## src/sv/lpg_pkg.sv

```systemverilog
package lpg_pkg;

	// payload widths
	localparam int ELAPSED_W   = 24;
	localparam int PHASE_W     = 16;
	localparam int LED_BITS_W  = 8;
	localparam int MODE_W      = 4;
	localparam int MODES_W     = 32;
	localparam int BTN_IDX_W   = 3;
	localparam int CFG_INDEX_W = 4;
	localparam int CFG_DATA_W  = 32;

	// default number of fitted leds
	localparam int LED_COUNT_DEF = 8;

	// elapsed / 100 as (elapsed >> 2) / 25, the /25 by reciprocal multiply
	localparam int QUART_W   = ELAPSED_W - 2;
	localparam int DIV_MUL_W = 23;
	localparam int DIV_SHIFT = 27;
	localparam logic [DIV_MUL_W-1:0] DIV_MUL = 23'd5368710;
	localparam int PROD_W    = QUART_W + DIV_MUL_W;

	// half-brightness thresholds
	localparam logic [4:0] HALF_BUTTON  = 5'd26;
	localparam logic [4:0] HALF_DEFAULT = 5'd28;

	// configuration register indexes
	typedef enum logic [CFG_INDEX_W-1:0] {
		REG_LED_MODES        = 4'd0,
		REG_BUTTON_LED_INDEX = 4'd1
	} cfg_reg_t;

	// per-led pattern modes
	typedef enum logic [MODE_W-1:0] {
		MODE_OFF           = 4'd0,
		MODE_ON            = 4'd1,
		MODE_HALF          = 4'd2,
		MODE_BLINK_SLOW    = 4'd3,
		MODE_BLINK_MEDIUM  = 4'd4,
		MODE_BLINK_FAST    = 4'd5,
		MODE_FADE_SLOWEST  = 4'd6,
		MODE_FADE_SLOW     = 4'd7,
		MODE_FADE_MEDIUM   = 4'd8,
		MODE_FADE_FAST     = 4'd9,
		MODE_FADE_FASTER   = 4'd10,
		MODE_FADE_FASTEST  = 4'd11
	} led_mode_t;

	// on state of one led for phase p
	function automatic logic led_on(logic [MODE_W-1:0] mode, logic is_button,
			logic [PHASE_W-1:0] p);
		logic [16:0] d6;
		logic [14:0] d7;
		logic [13:0] d8;
		logic [12:0] d9;
		logic [10:0] d10;
		logic [9:0]  d11;
		logic        on;
		// triangle distances from the midpoint of each fade period
		d6  = p[15] ? ({1'b0, p} - 17'd32768) : (17'd32768 - {1'b0, p});
		d7  = p[14] ? (p[14:0] - 15'd16384) : (15'd16384 - p[14:0]);
		d8  = p[13] ? (p[13:0] - 14'd8192) : (14'd8192 - p[13:0]);
		d9  = p[12] ? (p[12:0] - 13'd4096) : (13'd4096 - p[12:0]);
		d10 = p[10] ? (p[10:0] - 11'd1024) : (11'd1024 - p[10:0]);
		d11 = p[9] ? (p[9:0] - 10'd512) : (10'd512 - p[9:0]);
		case (mode)
			MODE_ON:           on = 1'b1;
			MODE_HALF:         on = p[4:0] > (is_button ? HALF_BUTTON : HALF_DEFAULT);
			MODE_BLINK_SLOW:   on = p[12:0] > 13'd4096;
			MODE_BLINK_MEDIUM: on = p[11:0] > 12'd2048;
			MODE_BLINK_FAST:   on = p[10:0] > 11'd1024;
			MODE_FADE_SLOWEST: on = {2'b00, p[5:0]} > d6[16:9];
			MODE_FADE_SLOW:    on = {1'b0, p[5:0]} > d7[14:8];
			MODE_FADE_MEDIUM:  on = {1'b0, p[4:0]} > d8[13:8];
			MODE_FADE_FAST:    on = {1'b0, p[3:0]} > d9[12:8];
			MODE_FADE_FASTER:  on = {1'b0, p[3:0]} > d10[10:6];
			MODE_FADE_FASTEST: on = {1'b0, p[3:0]} > d11[9:5];
			default:           on = 1'b0;
		endcase
		return on;
	endfunction

endpackage

```

## src/sv/lpg_ifs.sv

```systemverilog
// tick channel: one elapsed time per transfer
interface lpg_tick_if;
	logic                            valid;
	logic                            ready;
	logic [lpg_pkg::ELAPSED_W-1:0]   elapsed_time;
	modport source (output valid, output elapsed_time, input ready);
	modport sink (input valid, input elapsed_time, output ready);
endinterface

// result channel: all led bits per transfer
interface lpg_leds_if;
	logic                            valid;
	logic                            ready;
	logic [lpg_pkg::LED_BITS_W-1:0]  led_bits;
	modport source (output valid, output led_bits, input ready);
	modport sink (input valid, input led_bits, output ready);
endinterface

// configuration write channel
interface lpg_cfg_if;
	logic                            valid;
	logic                            ready;
	logic [lpg_pkg::CFG_INDEX_W-1:0] index;
	logic [lpg_pkg::CFG_DATA_W-1:0]  data;
	modport source (output valid, output index, output data, input ready);
	modport sink (input valid, input index, input data, output ready);
endinterface

```

## src/sv/led_pattern_generator.sv

```systemverilog
// LED pattern generator: each tick transfer carries the time elapsed since the last tick;
// a 16-bit wrapping phase advances by elapsed_time / 100 and every LED's on bit is derived
// from the new phase and its 4-bit mode in led_modes (off, on, half brightness, three blink
// rates, six triangle fades; codes 12 to 15 are off). One led_bits result per tick. The block
// takes one tick per clock cycle while the result side is not stalled; each tick passes through
// the input register, the reciprocal multiply register and the output register. A stall on
// the result side backs up through these three stages. Configuration writes are always ready
// and are meant to happen only while no tick is in flight.
module led_pattern_generator #(
	parameter int LED_COUNT = lpg_pkg::LED_COUNT_DEF
) (
	input  logic        clk,
	input  logic        arst_n,
	lpg_tick_if.sink    tick,
	lpg_leds_if.source  leds,
	lpg_cfg_if.sink     cfg
);

	logic                                  v_s1, v_s2, v_s3;
	logic                                  en1, en2, en3;
	logic [lpg_pkg::ELAPSED_W-1:0]         elapsed_s1;
	logic [lpg_pkg::PROD_W-1:0]            prod;
	logic [lpg_pkg::PHASE_W-1:0]           incr_s2;
	logic [lpg_pkg::PHASE_W-1:0]           phase_q;
	logic [lpg_pkg::PHASE_W-1:0]           phase_next;
	logic [lpg_pkg::LED_BITS_W-1:0]        bits;
	logic [lpg_pkg::LED_BITS_W-1:0]        led_bits_s3;
	logic [lpg_pkg::MODES_W-1:0]           led_modes_q;
	logic [lpg_pkg::BTN_IDX_W-1:0]         button_led_index_q;

	// stage enables, a stage moves when the one after it has room
	assign en3 = !v_s3 || leds.ready;
	assign en2 = !v_s2 || en3;
	assign en1 = !v_s1 || en2;
	assign tick.ready = en1;
	assign cfg.ready = 1'b1;

	// configuration registers
	always_ff @(posedge clk or negedge arst_n) begin
		if (!arst_n) begin
			led_modes_q <= '0;
			button_led_index_q <= '0;
		end else if (cfg.valid) begin
			case (cfg.index)
				lpg_pkg::REG_LED_MODES:        led_modes_q <= cfg.data;
				lpg_pkg::REG_BUTTON_LED_INDEX: button_led_index_q <=
						cfg.data[lpg_pkg::BTN_IDX_W-1:0];
				default: ;
			endcase
		end
	end

	// valid bits of the three stages
	always_ff @(posedge clk or negedge arst_n) begin
		if (!arst_n) begin
			v_s1 <= 1'b0;
			v_s2 <= 1'b0;
			v_s3 <= 1'b0;
		end else begin
			if (en1) v_s1 <= tick.valid;
			if (en2) v_s2 <= v_s1;
			if (en3) v_s3 <= v_s2;
		end
	end

	// input register
	always_ff @(posedge clk) begin
		if (en1 && tick.valid) elapsed_s1 <= tick.elapsed_time;
	end

	// divide by 100: quarter the value, then multiply by the reciprocal of 25
	assign prod = lpg_pkg::PROD_W'(elapsed_s1[lpg_pkg::ELAPSED_W-1:2]) *
			lpg_pkg::PROD_W'(lpg_pkg::DIV_MUL);

	always_ff @(posedge clk) begin
		if (en2 && v_s1)
			incr_s2 <= prod[lpg_pkg::DIV_SHIFT +: lpg_pkg::PHASE_W];
	end

	// phase update, wraps modulo 2^16
	assign phase_next = phase_q + incr_s2;

	always_ff @(posedge clk or negedge arst_n) begin
		if (!arst_n) begin
			phase_q <= '0;
		end else if (en3 && v_s2) begin
			phase_q <= phase_next;
		end
	end

	// per-led pattern evaluation on the updated phase
	for (genvar i = 0; i < lpg_pkg::LED_BITS_W; i++) begin : g_led
		if (i < LED_COUNT) begin : g_fit
			assign bits[i] = lpg_pkg::led_on(led_modes_q[4*i +: lpg_pkg::MODE_W],
					button_led_index_q == lpg_pkg::BTN_IDX_W'(i), phase_next);
		end else begin : g_none
			assign bits[i] = 1'b0;
		end
	end

	// output register
	always_ff @(posedge clk) begin
		if (en3 && v_s2) led_bits_s3 <= bits;
	end

	assign leds.valid = v_s3;
	assign leds.led_bits = led_bits_s3;

	// phase only moves when an item passes into the output stage
	a_phase_hold: assert property (@(posedge clk) disable iff (!arst_n)
		!(en3 && v_s2) |=> $stable(phase_q))
		else $error("phase changed without an item");

	// phase advances by the registered increment
	a_phase_step: assert property (@(posedge clk) disable iff (!arst_n)
		(en3 && v_s2) |=> phase_q == $past(phase_next))
		else $error("phase step wrong");

	// tick side stalls only with every stage full and the result stalled
	a_full_stall: assert property (@(posedge clk) disable iff (!arst_n)
		!tick.ready |-> (v_s1 && v_s2 && v_s3 && !leds.ready))
		else $error("tick stalled with room in the pipeline");

	// leds beyond the fitted count stay dark
	a_unfitted_dark: assert property (@(posedge clk) disable iff (!arst_n)
		leds.valid |-> (leds.led_bits >> LED_COUNT) == '0)
		else $error("unfitted led lit");

endmodule
```

## src/flat_wrapper.sv

```systemverilog
// flat-port wrapper written by rule: the top's interface ports become plain ports
module led_pattern_generator_flat 
#(
	parameter int LED_COUNT = lpg_pkg::LED_COUNT_DEF
)
  (clk, arst_n, tick_valid, tick_elapsed_time, tick_ready, leds_valid, leds_led_bits, leds_ready, cfg_valid, cfg_index, cfg_data, cfg_ready);
  lpg_tick_if tick_i ();
  lpg_leds_if leds_i ();
  lpg_cfg_if cfg_i ();
  input  logic clk;
  input  logic arst_n;
  input wire logic [$bits(tick_i.valid)-1:0] tick_valid;
  input wire logic [$bits(tick_i.elapsed_time)-1:0] tick_elapsed_time;
  output wire logic [$bits(tick_i.ready)-1:0] tick_ready;
  output wire logic [$bits(leds_i.valid)-1:0] leds_valid;
  output wire logic [$bits(leds_i.led_bits)-1:0] leds_led_bits;
  input wire logic [$bits(leds_i.ready)-1:0] leds_ready;
  input wire logic [$bits(cfg_i.valid)-1:0] cfg_valid;
  input wire logic [$bits(cfg_i.index)-1:0] cfg_index;
  input wire logic [$bits(cfg_i.data)-1:0] cfg_data;
  output wire logic [$bits(cfg_i.ready)-1:0] cfg_ready;
  assign tick_i.valid = tick_valid;
  assign tick_i.elapsed_time = tick_elapsed_time;
  assign tick_ready = tick_i.ready;
  assign leds_valid = leds_i.valid;
  assign leds_led_bits = leds_i.led_bits;
  assign leds_i.ready = leds_ready;
  assign cfg_i.valid = cfg_valid;
  assign cfg_i.index = cfg_index;
  assign cfg_i.data = cfg_data;
  assign cfg_ready = cfg_i.ready;
  led_pattern_generator #(.LED_COUNT(LED_COUNT)) u_core (.clk(clk), .arst_n(arst_n), .tick(tick_i), .leds(leds_i), .cfg(cfg_i));
endmodule
```

## config.mk

```make
export PLATFORM = sky130hd
export DESIGN_NAME = led_pattern_generator_flat
export DESIGN_NICKNAME = d
export VERILOG_FILES = /design/src/sv/lpg_pkg.sv /design/src/sv/lpg_ifs.sv /design/src/sv/led_pattern_generator.sv /design/src/flat_wrapper.sv
export SDC_FILE = /design/constraint.sdc
export NUM_CORES = 1
export LEC_CHECK = 0
export ABC_AREA = 1
export BUFFER_PORTS_ARGS = -buffer_cell sky130_fd_sc_hd__buf_2
export CAP_MARGIN = 20
export CORE_ASPECT_RATIO = 0.6
export CORE_UTILIZATION = 70
export CTS_CLUSTER_SIZE = 12
export DETAILED_ROUTE_END_ITERATION = 8
export GPL_TIMING_DRIVEN = 0
export PLACE_DENSITY = 0.89
export SKIP_CTS_REPAIR_TIMING = 1
export SLEW_MARGIN = 25
export SYNTH_ARGS = -nofsm -noshare
export SYNTH_HDL_FRONTEND = slang
export SYNTH_SLANG_ARGS = --single-unit
```

## constraint.sdc

```tcl
create_clock -name clk -period 9.1 [get_ports clk]
set_input_delay 0.91 -clock clk [delete_from_list [all_inputs] [get_ports clk]]
set_output_delay 0.91 -clock clk [all_outputs]
set_load 0.005 [all_outputs]
```

==> results.md <==
- Status: finished clean
- CP most frequent cell: fa_1
- Highest-delay cell along the critical path: edfxtp_1
- Fraction of the mapped netlist area in adder cells: 43.2%
- Reg clk slew, reported paths: 0.08 ns
- Max Freq: 0.148 GHz
- Number of global-route vias before repair: 14700
- Vias: 14900
- Total Die Area: 0.0245 sq mm
- DR pass1 iterations: 9
- Synth cell types: 52
- Number of I/O pins: 76
- Via/cell ratio: 5.95
- Fraction of layout cells with a size suffix above 1: 6.06%
- Synth Area in Simple Gates: 19.6%
- Mapped Cells: 2104
- Pre-CTS setup slack: 2.68 ns
- Post-route setup TNS: 0 ns
- Final WS setup: 2.32 ns
- Drt wl/cell: 19.8 microns
- Clk buf depth: 2
- Final Skew: 0.0170 ns
- Area after DPL: 0.0175 sq mm
- GRT Total Usage: 42.6%
- First-pass GRT wire length: 78.3 mm
- Starting Density: 71.9%
- Routed Antenna Nets: 0
- Final core utilization: 76.6%
- Mapped Area: 0.0167 sq mm
- Min cycle time layout: 6.78 ns
- Count of flip-flops with a built-in enable after synthesis: 46
- Post-Syn Nets: 2639
- Worst slew margin: 26.7%
- CTS tree: built
- Core ar.: 0.0232 sq mm
- Synth Area in Compound Gates: 7.70%
- Maxcap violations: 0
- CP required: 9.23 ns
- Worst min path class: flop to flop
- Drt drc: 0
- Area grow syn2layout: 6.46%
- Final Max Tran Viols: 0
- Iteration-0 DRC Markers: 1696
- Row cnt: 43
- GP Congestion: 1.07
- RSZ-0062 raised after global routing: no
- CP Class: flop to flop
- Highest cell delay on the worst timing path: 0.71 ns
- Post-synthesis xor/xnor area fraction: 1.15%
- Setup crit end kind: flop
- Hold Vio Cnt, Final: 0
- Asr flop ratio synth: 54.0%
- Htree depth: 3
- Post-synth top area share: 21.8%
- Synth Area per Inst: 7.95 sq um
- Seq/Total Area, Yosys: 16.3%
- Period utilisation layout: 74.5%
- Largest net degree at the start of global routing: 55
- Yosys top cell by area: ha_1
- Critical path arrival: 6.91 ns
- Crit-path max FO: 8
- Leading register cell type out of synthesis: dfrtp_1
- Diode count: 0
- Largest family of logic cells by synthesized area: adder cells
- Clock root cell: clkbuf_16
- Mux contribution to synthesized area: 0.471%
- Congestion Overflow GR: 0
- Critical path startpoint category: flop
- Count leader, synth: inv_1
- Commonest cells in the netlist: inv_1 (494), nand2_1 (358), ha_1 (292), nor2_1 (217), fa_1 (178)
- #FFs+latches synth: 100
- Clock Latency Late Sink: 0.39 ns
- Crit path cell chain: ha_1 -> inv_1 -> fa_1 -> fa_1 -> inv_1 -> fa_1 -> fa_1 -> fa_1 -> inv_1 -> fa_1 -> inv_1 -> ha_1 -> a21oi_1 -> a21boi_0 -> o21ai_0 -> a221oi_1 -> a21o_1 -> nand2_1
- Worst-margin pin slew: 1.10 ns
- Post-detailed-routing wire length: 49.7 mm
- Setup violations, final: 0
- Synthesis Warnings: 0
- Finished Cell Area: 0.0178 sq mm
- CTS Buf Count: 9
- DIE WIDTH: 202 microns
- Nets: 2723
- Port bufs: 72
- Initial antenna violation count: 0
- Post-DP HPWL: 41.9 mm
- Die Y: 122 microns
- CTS sink cnt: 100
- Top post-synthesis cells by area: ha_1 (22%), fa_1 (21%), inv_1 (11%)
area by class of cell:
cell class | instances | area (sq um)
Buffer | 16 | 68.8
Sequential cell | 100 | 2730
Timing Repair Buffer | 73 | 368
Tap cell | 315 | 394
Inverter | 497 | 1870
Clock inverter | 5 | 53.8
Clock buffer | 11 | 254
Fill cell | 1733 | 5440
Multi-Input combinational cell | 1491 | 12100
layout by cell type, fill, tap and decap left out, types with 8 or more instances in the layout:
cell type / synthesis / routed
clkbuf_16: 0 / 10
a21oi_1: 95 / 95
nand4_1: 19 / 19
xnor2_1: 8 / 8
a31oi_1: 8 / 8
o21ai_0: 82 / 82
buf_2: 1 / 73
nand2_1: 358 / 358
fa_1: 178 / 178
nand3_1: 109 / 109
ha_1: 292 / 292
nor2_1: 217 / 216
dfrtp_1: 54 / 54
xor2_1: 14 / 14
nand2_2: 10 / 10
nor3_1: 20 / 20
o21bai_1: 9 / 9
clkbuf_1: 12 / 13
edfxtp_1: 46 / 46
inv_1: 494 / 494
per-layer routing:
layer | vias up | track usage [%] | part of all wire, %
met5 | - | 0 | 0
met4 | 0 | 9.09 | 1.9
met3 | 124 | 16.9 | 15
met2 | 917 | 59.7 | 39
met1 | 7051 | 61.8 | 43
li1 | 6827 | - | -
path summary, 6_finish.rpt:
kind	slack [ns]	cells after the start	endpoint	start
setup reg to reg	2.32	18	u_core.incr_s2[8]	u_core.elapsed_s1[15]
max in group asynchronous	7.98	1	u_core.led_modes_q[4]	arst_n
hold / removal	0.49	2	u_core.leds.valid	u_core.v_s2
min in group asynchronous	0.57	1	u_core.phase_q[10]	arst_n
setup / recovery	2.32	18	u_core.incr_s2[8]	u_core.elapsed_s1[15]
hold reg to reg	0.49	2	u_core.leds.valid	u_core.v_s2
sequential cells by signal, indices dropped and copies added (netlist names):
| signal | flops |
|---|---|
| u_core.v_s2 | 1 |
| u_core.phase_q | 16 |
| u_core.leds.led_bits | 8 |
| u_core.button_led_index_q | 3 |
| u_core.leds.valid | 1 |
| u_core.incr_s2 | 16 |
| u_core.elapsed_s1 | 22 |
| u_core.v_s1 | 1 |
| u_core.led_modes_q | 32 |
critical path: cells and delay by family, from the launching register on:
family                   cells  cell delay (ns)
buffers and inverters        4             0.35
AO/OA/AOI/OAI                5             1.63
adder cells (fa/ha/maj)      8             3.75
AND/OR/NAND/NOR              1             0.05
flip-flops                   1             0.71
metrics by stage:
stage | std cells | hold slack [ns]
after floorplan | 2104 | 0.448
after global placement | 2491 | 0.455
after detailed placement | 2492 | 0.471
after CTS | 2508 | 0.484
after global routing | 2508 | 0.529
final | 2508 | 0.486
kinds of logic (layout without fill, tap and decap cells):
family                   Yosys count  in the layout
AO/OA/AOI/OAI                    229            229
XOR/XNOR                          22             22
adder cells (fa/ha/maj)          470            470
buffers and inverters            513            602
flip-flops                       100            100
multiplexers                       7              7
other                              1              1
AND/OR/NAND/NOR                  762            762
Power is left out: the tool's default activity adds up to more than one toggle a clock period on the data nets, which glitch-free logic cannot reach.
